**config.mk**
```make
export PLATFORM = sky130hd
export DESIGN_NAME = pwm_timing_calculator
export DESIGN_NICKNAME = d
export VERILOG_FILES = /design/src/rtl/pwmtc_pkg.sv /design/src/rtl/pwm_timing_calculator.sv
export SDC_FILE = /design/constraint.sdc
export NUM_CORES = 1
export LEC_CHECK = 0
export BUFFER_PORTS_ARGS = -buffer_cell sky130_fd_sc_hd__buf_2
export CORE_UTILIZATION = 40
export DETAILED_ROUTE_END_ITERATION = 6
export GPL_TIMING_DRIVEN = 0
export PLACE_DENSITY = 0.55
export SKIP_CTS_REPAIR_TIMING = 1
export SLEW_MARGIN = 40
export SYNTH_ARGS = -nofsm -noshare
export SYNTH_HDL_FRONTEND = slang
export SYNTH_SLANG_ARGS = --single-unit
export TNS_END_PERCENT = 5
```
**constraint.sdc**
```tcl
create_clock -name clk -period 7.5 [get_ports clk]
set_input_delay 1.125 -clock clk [delete_from_list [all_inputs] [get_ports clk]]
set_output_delay 1.125 -clock clk [all_outputs]
set_load 0.005 [all_outputs]
```
**src/rtl/pwmtc_pkg.sv**
```systemverilog
// ----------------------------------------------------------------------------
// pwmtc_pkg
// Constants shared by the PWM timing calculator: field widths, mode codes,
// saturation limits, frequency bands and serial step counts.
// ----------------------------------------------------------------------------
package pwmtc_pkg;

  localparam int DEF_NUM_CHANNELS = 2;

  localparam int MODE_W = 2;
  localparam int FREQ_W = 17;
  localparam int DUTY_W = 7;
  localparam int PSC_W  = 13;
  localparam int REL_W  = 16;
  localparam int CLK_W  = 24;
  localparam int PROD_W = 23;
  localparam int PREM_W = 7;

  localparam logic [MODE_W-1:0] MODE_SET    = 2'd0;
  localparam logic [MODE_W-1:0] MODE_ENABLE = 2'd1;

  localparam logic [FREQ_W-1:0] FREQ_MAX = 17'd100000;
  localparam logic [DUTY_W-1:0] DUTY_MAX = 7'd100;

  localparam logic [FREQ_W-1:0] BAND0_MAX = 17'd100;
  localparam logic [FREQ_W-1:0] BAND1_MAX = 17'd1000;
  localparam logic [FREQ_W-1:0] BAND2_MAX = 17'd10000;

  localparam logic [PSC_W-1:0] PSC_BAND0 = 13'd7199;
  localparam logic [PSC_W-1:0] PSC_BAND1 = 13'd719;
  localparam logic [PSC_W-1:0] PSC_BAND2 = 13'd71;
  localparam logic [PSC_W-1:0] PSC_BAND3 = 13'd7;

  localparam logic [CLK_W-1:0] CLK_BAND0 = 24'd10000;
  localparam logic [CLK_W-1:0] CLK_BAND1 = 24'd100000;
  localparam logic [CLK_W-1:0] CLK_BAND2 = 24'd1000000;
  localparam logic [CLK_W-1:0] CLK_BAND3 = 24'd9000000;

  localparam logic [CLK_W-1:0] COUNT_MIN = 24'd100;
  localparam logic [CLK_W-1:0] COUNT_MAX = 24'd65535;

  localparam logic [PREM_W:0] PCT_DIV = 8'd100;

  localparam logic [REL_W-1:0] RESET_RELOAD = 16'd999;
  localparam logic [PSC_W-1:0] RESET_PSC    = 13'd71;

  localparam int DIV_STEPS = CLK_W;
  localparam int MUL_STEPS = DUTY_W;
  localparam int PCT_STEPS = PROD_W;
  localparam int STEP_W    = $clog2(DIV_STEPS);

endpackage

```
**src/rtl/pwm_timing_calculator.sv**
```systemverilog
// ----------------------------------------------------------------------------
// pwm_timing_calculator
// Turns a PWM frequency and duty request into prescaler, reload and compare
// values for a channel timer, using bit-serial division and multiplication.
// ----------------------------------------------------------------------------
// One transaction at a time. A set-timing transaction runs, from acceptance
// to result, through the restoring divider (counter clock by frequency, one
// quotient bit per cycle), a clamp step, shift-add steps for count times duty
// and division by 100, then the output load. An enable transaction skips the
// divider and clamp; disable, the unused mode code and an out-of-range channel
// go straight to the output load. A new transaction is accepted once the
// result is loaded into the output register, even if that result has not yet
// been taken.
module pwm_timing_calculator
  import pwmtc_pkg::*;
#(
  parameter int NUM_CHANNELS = DEF_NUM_CHANNELS
) (
  input  logic              clk,
  input  logic              rst,
  input  logic              req_valid,
  output logic              req_ready,
  input  logic [MODE_W-1:0] mode,
  input  logic              channel,
  input  logic [FREQ_W-1:0] frequency,
  input  logic [DUTY_W-1:0] duty,
  output logic              rsp_valid,
  input  logic              rsp_ready,
  output logic              out_channel,
  output logic [PSC_W-1:0]  prescaler,
  output logic [REL_W-1:0]  reload,
  output logic [REL_W-1:0]  compare,
  output logic              timing_written
);

  localparam int CH_IDX_W = (NUM_CHANNELS > 1) ? $clog2(NUM_CHANNELS) : 1;

  typedef enum logic [2:0] {
    ST_IDLE,
    ST_DIV,
    ST_CLMP,
    ST_MUL,
    ST_PCT,
    ST_FIN
  } state_t;

  state_t st;
  logic [STEP_W-1:0] step;
  logic              ch_r;
  logic              wr_r;
  logic [DUTY_W-1:0] duty_r;
  logic [FREQ_W-1:0] freq_r;
  logic [PSC_W-1:0]  psc_r;
  logic [REL_W-1:0]  rel_r;
  logic [REL_W-1:0]  cnt_r;
  logic [FREQ_W-1:0] rem;
  logic [CLK_W-1:0]  quo;
  logic [PROD_W-1:0] acc;
  logic [PREM_W-1:0] prem;

  logic [DUTY_W-1:0] duty_cache       [NUM_CHANNELS];
  logic [REL_W-1:0]  stored_reload    [NUM_CHANNELS];
  logic [PSC_W-1:0]  stored_prescaler [NUM_CHANNELS];

  logic [CH_IDX_W-1:0] in_idx;
  logic [CH_IDX_W-1:0] r_idx;
  logic                ch_ok;
  logic [FREQ_W-1:0]   f_sat;
  logic [DUTY_W-1:0]   d_sat;
  logic [PSC_W-1:0]    band_psc;
  logic [CLK_W-1:0]    band_clk;
  logic [FREQ_W:0]     div_sh;
  logic                div_ge;
  logic [CLK_W-1:0]    count_cl;
  logic [PREM_W:0]     pct_sh;
  logic                pct_ge;
  logic                out_free;
  logic                out_load;

  assign in_idx   = CH_IDX_W'(channel);
  assign r_idx    = CH_IDX_W'(ch_r);
  assign ch_ok    = (32'(channel) < 32'(NUM_CHANNELS));
  assign req_ready = (st == ST_IDLE);
  assign out_free = !rsp_valid || rsp_ready;
  assign out_load = (st == ST_FIN) && out_free;

  always_comb begin
    f_sat = frequency;
    if (frequency == '0) begin
      f_sat = FREQ_W'(1);
    end else if (frequency > FREQ_MAX) begin
      f_sat = FREQ_MAX;
    end
    d_sat = (duty > DUTY_MAX) ? DUTY_MAX : duty;
    if (f_sat <= BAND0_MAX) begin
      band_psc = PSC_BAND0;
      band_clk = CLK_BAND0;
    end else if (f_sat <= BAND1_MAX) begin
      band_psc = PSC_BAND1;
      band_clk = CLK_BAND1;
    end else if (f_sat <= BAND2_MAX) begin
      band_psc = PSC_BAND2;
      band_clk = CLK_BAND2;
    end else begin
      band_psc = PSC_BAND3;
      band_clk = CLK_BAND3;
    end
  end

  // restoring division steps
  assign div_sh = {rem, quo[CLK_W-1]};
  assign div_ge = (div_sh >= {1'b0, freq_r});
  assign pct_sh = {prem, acc[PROD_W-1]};
  assign pct_ge = (pct_sh >= PCT_DIV);

  always_comb begin
    if (quo < COUNT_MIN) begin
      count_cl = COUNT_MIN;
    end else if (quo > COUNT_MAX) begin
      count_cl = COUNT_MAX;
    end else begin
      count_cl = quo;
    end
  end

  always_ff @(posedge clk) begin
    if (rst) begin
      st        <= ST_IDLE;
      step      <= '0;
      rsp_valid <= 1'b0;
      for (int i = 0; i < NUM_CHANNELS; i++) begin
        duty_cache[i]       <= '0;
        stored_reload[i]    <= RESET_RELOAD;
        stored_prescaler[i] <= RESET_PSC;
      end
    end else begin
      if (out_load) begin
        rsp_valid <= 1'b1;
      end else if (rsp_valid && rsp_ready) begin
        rsp_valid <= 1'b0;
      end
      unique case (st)
        ST_IDLE: begin
          if (req_valid) begin
            ch_r <= channel;
            acc  <= '0;
            if (!ch_ok) begin
              psc_r <= '0;
              rel_r <= '0;
              wr_r  <= 1'b0;
              st    <= ST_FIN;
            end else if (mode == MODE_SET) begin
              duty_r <= d_sat;
              freq_r <= f_sat;
              psc_r  <= band_psc;
              quo    <= band_clk;
              rem    <= '0;
              wr_r   <= 1'b1;
              step   <= STEP_W'(DIV_STEPS - 1);
              st     <= ST_DIV;
            end else begin
              psc_r  <= stored_prescaler[in_idx];
              rel_r  <= stored_reload[in_idx];
              cnt_r  <= REL_W'(stored_reload[in_idx] + REL_W'(1));
              duty_r <= duty_cache[in_idx];
              wr_r   <= 1'b0;
              if (mode == MODE_ENABLE) begin
                step <= STEP_W'(MUL_STEPS - 1);
                st   <= ST_MUL;
              end else begin
                st <= ST_FIN;
              end
            end
          end
        end
        ST_DIV: begin
          rem  <= div_ge ? FREQ_W'(div_sh - {1'b0, freq_r}) : FREQ_W'(div_sh);
          quo  <= {quo[CLK_W-2:0], div_ge};
          step <= step - STEP_W'(1);
          if (step == '0) begin
            st <= ST_CLMP;
          end
        end
        ST_CLMP: begin
          cnt_r                   <= REL_W'(count_cl);
          rel_r                   <= REL_W'(count_cl - CLK_W'(1));
          duty_cache[r_idx]       <= duty_r;
          stored_reload[r_idx]    <= REL_W'(count_cl - CLK_W'(1));
          stored_prescaler[r_idx] <= psc_r;
          step                    <= STEP_W'(MUL_STEPS - 1);
          st                      <= ST_MUL;
        end
        ST_MUL: begin
          acc    <= {acc[PROD_W-2:0], 1'b0} + (duty_r[DUTY_W-1] ? PROD_W'(cnt_r) : '0);
          duty_r <= {duty_r[DUTY_W-2:0], 1'b0};
          if (step == '0) begin
            prem <= '0;
            step <= STEP_W'(PCT_STEPS - 1);
            st   <= ST_PCT;
          end else begin
            step <= step - STEP_W'(1);
          end
        end
        ST_PCT: begin
          prem <= pct_ge ? PREM_W'(pct_sh - PCT_DIV) : PREM_W'(pct_sh);
          acc  <= {acc[PROD_W-2:0], pct_ge};
          step <= step - STEP_W'(1);
          if (step == '0) begin
            st <= ST_FIN;
          end
        end
        ST_FIN: begin
          if (out_free) begin
            out_channel    <= ch_r;
            prescaler      <= psc_r;
            reload         <= rel_r;
            compare        <= acc[REL_W-1:0];
            timing_written <= wr_r;
            st             <= ST_IDLE;
          end
        end
        default: st <= ST_IDLE;
      endcase
    end
  end

  a_cmp_le_period: assert property (@(posedge clk) disable iff (rst)
    rsp_valid |-> ({1'b0, compare} <= ({1'b0, reload} + 17'd1)))
    else $error("compare exceeds period count");

  a_reload_min: assert property (@(posedge clk) disable iff (rst)
    (rsp_valid && timing_written) |-> (reload >= REL_W'(COUNT_MIN - CLK_W'(1))))
    else $error("new reload below minimum period");

  a_psc_band: assert property (@(posedge clk) disable iff (rst)
    (rsp_valid && timing_written) |->
      (prescaler == PSC_BAND0 || prescaler == PSC_BAND1 ||
       prescaler == PSC_BAND2 || prescaler == PSC_BAND3))
    else $error("new prescaler is not a band value");

  a_div_step: assert property (@(posedge clk) disable iff (rst)
    (st == ST_DIV) |-> (32'(step) < DIV_STEPS))
    else $error("divider step count out of range");

  a_fin_load: assert property (@(posedge clk) disable iff (rst)
    ((st == ST_FIN) && out_free) |=> (rsp_valid && req_ready))
    else $error("finished result not loaded");

endmodule
```
==> impl_results.html <==
<table>
<tr><th>Metric</th><th>Value</th></tr>
<tr><th colspan="2">Status</th></tr>
<tr><td>Result of the run</td><td>finished, violations left</td></tr>
<tr><td>Failing checks</td><td>DRC</td></tr>
<tr><th colspan="2">Setup path</th></tr>
<tr><td>Worst EP required</td><td>7760 ps</td></tr>
<tr><td>Setup slack on the worst flop-to-flop path</td><td>3830 ps</td></tr>
<tr><td>Launch point of the worst reg-to-reg path</td><td>quo[10]$_DFFE_PP_</td></tr>
<tr><td>Maximum fanout count along the critical path</td><td>10</td></tr>
<tr><td>Worst reg2reg endpoint</td><td>rel_r[12]$_DFFE_PP_</td></tr>
<tr><td>Critical Setup Path Class</td><td>in2reg</td></tr>
<tr><td>Crit path DAT</td><td>3950 ps</td></tr>
<tr><td>Capturing element type of the critical path</td><td>flip-flop</td></tr>
<tr><td>Reg2Reg Depth</td><td>12</td></tr>
<tr><td>CP startpoint kind</td><td>input pin</td></tr>
<tr><th colspan="2">STA</th></tr>
<tr><td>Share of the clock period used by the worst path</td><td>0.4917</td></tr>
<tr><td>Final-report hold violation count</td><td>0</td></tr>
<tr><td>F_max</td><td>about 270 MHz</td></tr>
<tr><td>Least-Margin Pin Slew</td><td>about 890 ps</td></tr>
<tr><td>Final setup violation count</td><td>0</td></tr>
<tr><td>Worst clock skew</td><td>roughly 20 ps</td></tr>
<tr><td>Fin crit period</td><td>3688 ps</td></tr>
<tr><td>Final setup TNS</td><td>0 ps</td></tr>
<tr><td>Unrepaired setup endpoints after global routing</td><td>false</td></tr>
<tr><td>Worst max-slew margin expressed relative to the limit</td><td>0.4083</td></tr>
<tr><td>Final Max Slew Viols</td><td>0</td></tr>
<tr><th colspan="2">Yosys</th></tr>
<tr><td>Top post-synthesis cells by count</td><td>edfxtp_1, nor2_1, nand2_1</td></tr>
<tr><td>Number of flops mapped to enable cells by yosys</td><td>~260</td></tr>
<tr><td>Syn nets</td><td>approximately 1,200</td></tr>
<tr><td>Fraction of synthesized cell area taken by the top area cell type</td><td>0.5771</td></tr>
<tr><td>Mean instance size in the synthesized netlist</td><td>~12 µm²</td></tr>
<tr><td>Share of synthesized cell area in and, or, nand and nor gates</td><td>0.1652</td></tr>
<tr><td>Sequential area share after synthesis</td><td>0.5904</td></tr>
<tr><td>Cells taking the most area after synthesis</td><td>edfxtp_1, ha_1, nor2_1</td></tr>
<tr><td>Syn Inst Count</td><td>1,172</td></tr>
<tr><td>Synth unique cells</td><td>78</td></tr>
<tr><td>Syn Std Cell Area</td><td>13,580 µm²</td></tr>
<tr><td>Post-synthesis adder-cell area fraction</td><td>0.03704</td></tr>
<tr><td>Commonest register cell after synthesis</td><td>edfxtp_1</td></tr>
<tr><td>Yosys warnings</td><td>0</td></tr>
<tr><td>Compound-gate portion of the synthesized area</td><td>0.1129</td></tr>
<tr><td>Xor/xnor share of the synthesized area</td><td>0.03096</td></tr>
<tr><td>Share of async-settable or async-resettable flops after synthesis</td><td>0</td></tr>
<tr><td>Number of register bits inferred by synthesis</td><td>270</td></tr>
<tr><td>Library cell with the highest instance count after synthesis</td><td>edfxtp_1</td></tr>
<tr><td>Portion of netlist area occupied by mux cells</td><td>0.03538</td></tr>
<tr><td>Combinational family with the most area after synthesis</td><td>simple AND/OR/NAND/NOR gates</td></tr>
<tr><td>Cell type with the largest total area after synthesis</td><td>edfxtp_1</td></tr>
<tr><th colspan="2">Placement</th></tr>
<tr><td>Detailed placement HPWL</td><td>between 20,000 and 25,000 µm</td></tr>
<tr><td>Total placed cells including tap cells</td><td>about 1,700</td></tr>
<tr><td>Placer's final routability congestion estimate</td><td>between 0.8 and 0.9</td></tr>
<tr><td>IO Port Bufs</td><td>79</td></tr>
<tr><td>Post-place instance area</td><td>~15,000 µm²</td></tr>
<tr><th colspan="2">Global routing</th></tr>
<tr><td>Initial antenna violation count</td><td>0</td></tr>
<tr><td>First-pass GRT wire length</td><td>~51,000 µm</td></tr>
<tr><td>Maximum number of pins on one net before global-route repair</td><td>20</td></tr>
<tr><td>Global routing usage summed across all routing layers</td><td>0.1906</td></tr>
<tr><td>Residual overflow from global routing</td><td>0</td></tr>
<tr><td>Via count of the first global-routing pass</td><td>9,209</td></tr>
<tr><th colspan="2">Power</th></tr>
<tr><td>Switching power as a share of total power</td><td>0.3218</td></tr>
<tr><td>Fraction of power consumed by the clock network</td><td>0.299</td></tr>
<tr><td>Cell area power density</td><td>slightly above 300 nW/µm²</td></tr>
<tr><td>Combinational group share of total power</td><td>0.273</td></tr>
<tr><td>Static power due to leakage</td><td>5.875 nW</td></tr>
<tr><td>Peak ir drop on the vdd network</td><td>~0.18 mV</td></tr>
<tr><td>Total net switching power</td><td>between 1.5 and 2 mW</td></tr>
<tr><td>Part of the total power dissipated in sequential elements</td><td>0.427</td></tr>
<tr><td>Total Power Consumption</td><td>~5 mW</td></tr>
<tr><td>Internal power</td><td>about 3.3 mW</td></tr>
<tr><th colspan="2">Run</th></tr>
<tr><td>Number of maximum-capacitance constraint violations</td><td>0</td></tr>
<tr><th colspan="2">Min path</th></tr>
<tr><td>Destination of the worst hold path</td><td>reload[6]$_DFFE_PP_</td></tr>
<tr><td>Worst min-delay path class</td><td>reg2reg</td></tr>
<tr><td>Hold path start</td><td>rel_r[6]$_DFFE_PP_</td></tr>
<tr><td>Hold path depth</td><td>0</td></tr>
<tr><th colspan="2">Clock network</th></tr>
<tr><td>Buffer type at the clock tree root</td><td>clkbuf_16</td></tr>
<tr><td>Clock-pin slew on the worst setup and hold paths</td><td>around 60 ps</td></tr>
<tr><td>Clock tree from TritonCTS</td><td>built</td></tr>
<tr><td>Clock net sink count</td><td>270</td></tr>
<tr><td>Number of CTS-inserted buffers</td><td>30</td></tr>
<tr><td>Number of buffers on the longest clock path</td><td>3</td></tr>
<tr><td>Number of levels in the clock H-tree</td><td>1</td></tr>
<tr><td>Skew-Pair Late Insertion Delay</td><td>560 ps</td></tr>
<tr><th colspan="2">Detailed routing</th></tr>
<tr><td>Post-route DRC</td><td>2</td></tr>
<tr><td>Count of antenna-violating nets left after detailed routing</td><td>0</td></tr>
<tr><td>Number of optimization iterations in the first detailed-route pass</td><td>7</td></tr>
<tr><td>Final routed wire length divided by cell count</td><td>18.01 µm</td></tr>
<tr><td>Vias per inst</td><td>5.289</td></tr>
<tr><td>DR vias</td><td>9,425</td></tr>
<tr><td>Total wire length</td><td>around 32,000 µm</td></tr>
<tr><td>Initial DRC Count</td><td>roughly 560</td></tr>
<tr><th colspan="2">Floorplanning</th></tr>
<tr><td>Core region area</td><td>~33,000 µm²</td></tr>
<tr><td>Die Area</td><td>34,690 µm²</td></tr>
<tr><td>Ports</td><td>80</td></tr>
<tr><td>Initial Util</td><td>0.4060</td></tr>
<tr><td>Standard-cell row count</td><td>67</td></tr>
<tr><td>Vertical extent of the die</td><td>about 190 µm</td></tr>
<tr><td>Die Span X</td><td>around 190 µm</td></tr>
<tr><th colspan="2">Layout</th></tr>
<tr><td>Layout overhead on the synthesized area</td><td>16.45%</td></tr>
<tr><td>Final standard cell area without fillers</td><td>around 16,000 µm²</td></tr>
<tr><td>Total Nets Final</td><td>~1,400</td></tr>
<tr><td>Proportion of layout cells with a drive suffix above 1</td><td>0.1567</td></tr>
<tr><td>Final non-filler cell total</td><td>1,782</td></tr>
<tr><td>Number of antenna diodes</td><td>0</td></tr>
</table>
==> kinds of logic after synthesis <==
| group | after synthesis |
|---|---|
| and+or+nand+nor | 440 |
| DFF | 270 |
| AOI/OAI and AO/OA | 238 |
| buffers and inverters | 90 |
| xor gates and xnor gates | 48 |
| muxes | 47 |
| adders and majority gates | 39 |
==> worst max-delay path, stage by stage <==
cell and delay (ps):
buf_2 110, or2_2 210, clkbuf_1 620, a21oi_1 180
nor4_2 300, buf_2 260, buf_2 190, buf_2 180
buf_2 190, buf_2 200, buf_2 190, buf_2 180
==> cell usage in the layout, fill, tap and decap left out, types with 18 or more instances in the layout <==
| cell | synthesis | final |
|---|---|---|
| clkbuf_1 | 35 | 40 |
| a21o_1 | 19 | 19 |
| xor2_1 | 18 | 18 |
| o21ai_0 | 51 | 50 |
| and2_1 | 40 | 40 |
| edfxtp_1 | 261 | 261 |
| inv_1 | 45 | 45 |
| a21oi_1 | 77 | 76 |
| ha_1 | 37 | 37 |
| clkbuf_16 | 0 | 30 |
| xnor2_1 | 30 | 30 |
| and3_1 | 28 | 28 |
| nor3_1 | 41 | 38 |
| nand2_1 | 88 | 88 |
| nand3_1 | 25 | 25 |
| buf_2 | 4 | 103 |
| mux2i_1 | 39 | 39 |
| nor2_1 | 115 | 114 |
==> how the worst max path moves through the flow <==
stage / from / end / cells after the start
after CTS: quo[10]$_DFFE_PP_ / rel_r[12]$_DFFE_PP_ / 12
after global placement: mode[1] / rem[11]$_SDFFCE_PN0P_ / 6
after detailed placement: mode[1] / rel_r[1]$_DFFE_PP_ / 12
final: mode[1] / rel_r[4]$_DFFE_PP_ / 12
after floorplan: mode[1] / quo[0]$_SDFFCE_PN0P_ / 5
after global routing: duty_r[6]$_DFFE_PP_ / acc[21]$_DFFE_PP_ / 12
==> layout make-up <==
cell class	instances	area, µm²
multi-input combinational	812	5255
clock inverter	21	216.5
fill	3100	17630
inverter	45	168.9
clock buffer	35	769.5
tap	448	560.5
timing repair buffer	106	611.8
sequential	270	8018
buffer	45	214.0
==> state kept, by name, indices dropped and copies added (netlist names), 13 cells and up <==
| name | count |
|---|---|
| freq_r | 17 |
| reload | 16 |
| duty_cache | 14 |
| rem | 17 |
| quo | 24 |
| stored_reload | 32 |
| stored_prescaler | 26 |
| psc_r | 13 |
| compare | 16 |
| cnt_r | 16 |
| acc | 23 |
| prescaler | 13 |
| rel_r | 16 |
==> through the flow <==
step           utilization  hold WS [ps]  setup slack [ps]
2_1_floorplan            -         400.3              1160
3_3_place_gp        0.4346         401.2             -1476
3_5_place_dp        0.4430         404.5              3277
4_1_cts             0.4725         417.4              3812
5_1_grt             0.4728         425.6              3601
6_report            0.4728         417.9              3812
==> power groups by stage <==
stage	sequential (mW)	clock, mW	combinational, mW
finish	2.11	1.47	1.35
floorplan	2.10	0	0.945
detailed placement	2.14	0	1.35
CTS	2.11	1.51	1.36
global placement	2.16	0	1.28
global route	2.13	1.58	1.51
==> per-layer routing <==
metal | vias up | track usage | part of all wire
met2 | 187 | 0.3273 | 0.48
met1 | 4576 | 0.2568 | 0.46
met3 | 37 | 0.02551 | 0.040
met5 | - | 0 | 0
li1 | 4625 | - | -
met4 | 0 | 0.04000 | 0.016
No activity file was read; power rests on OpenSTA's default activity.
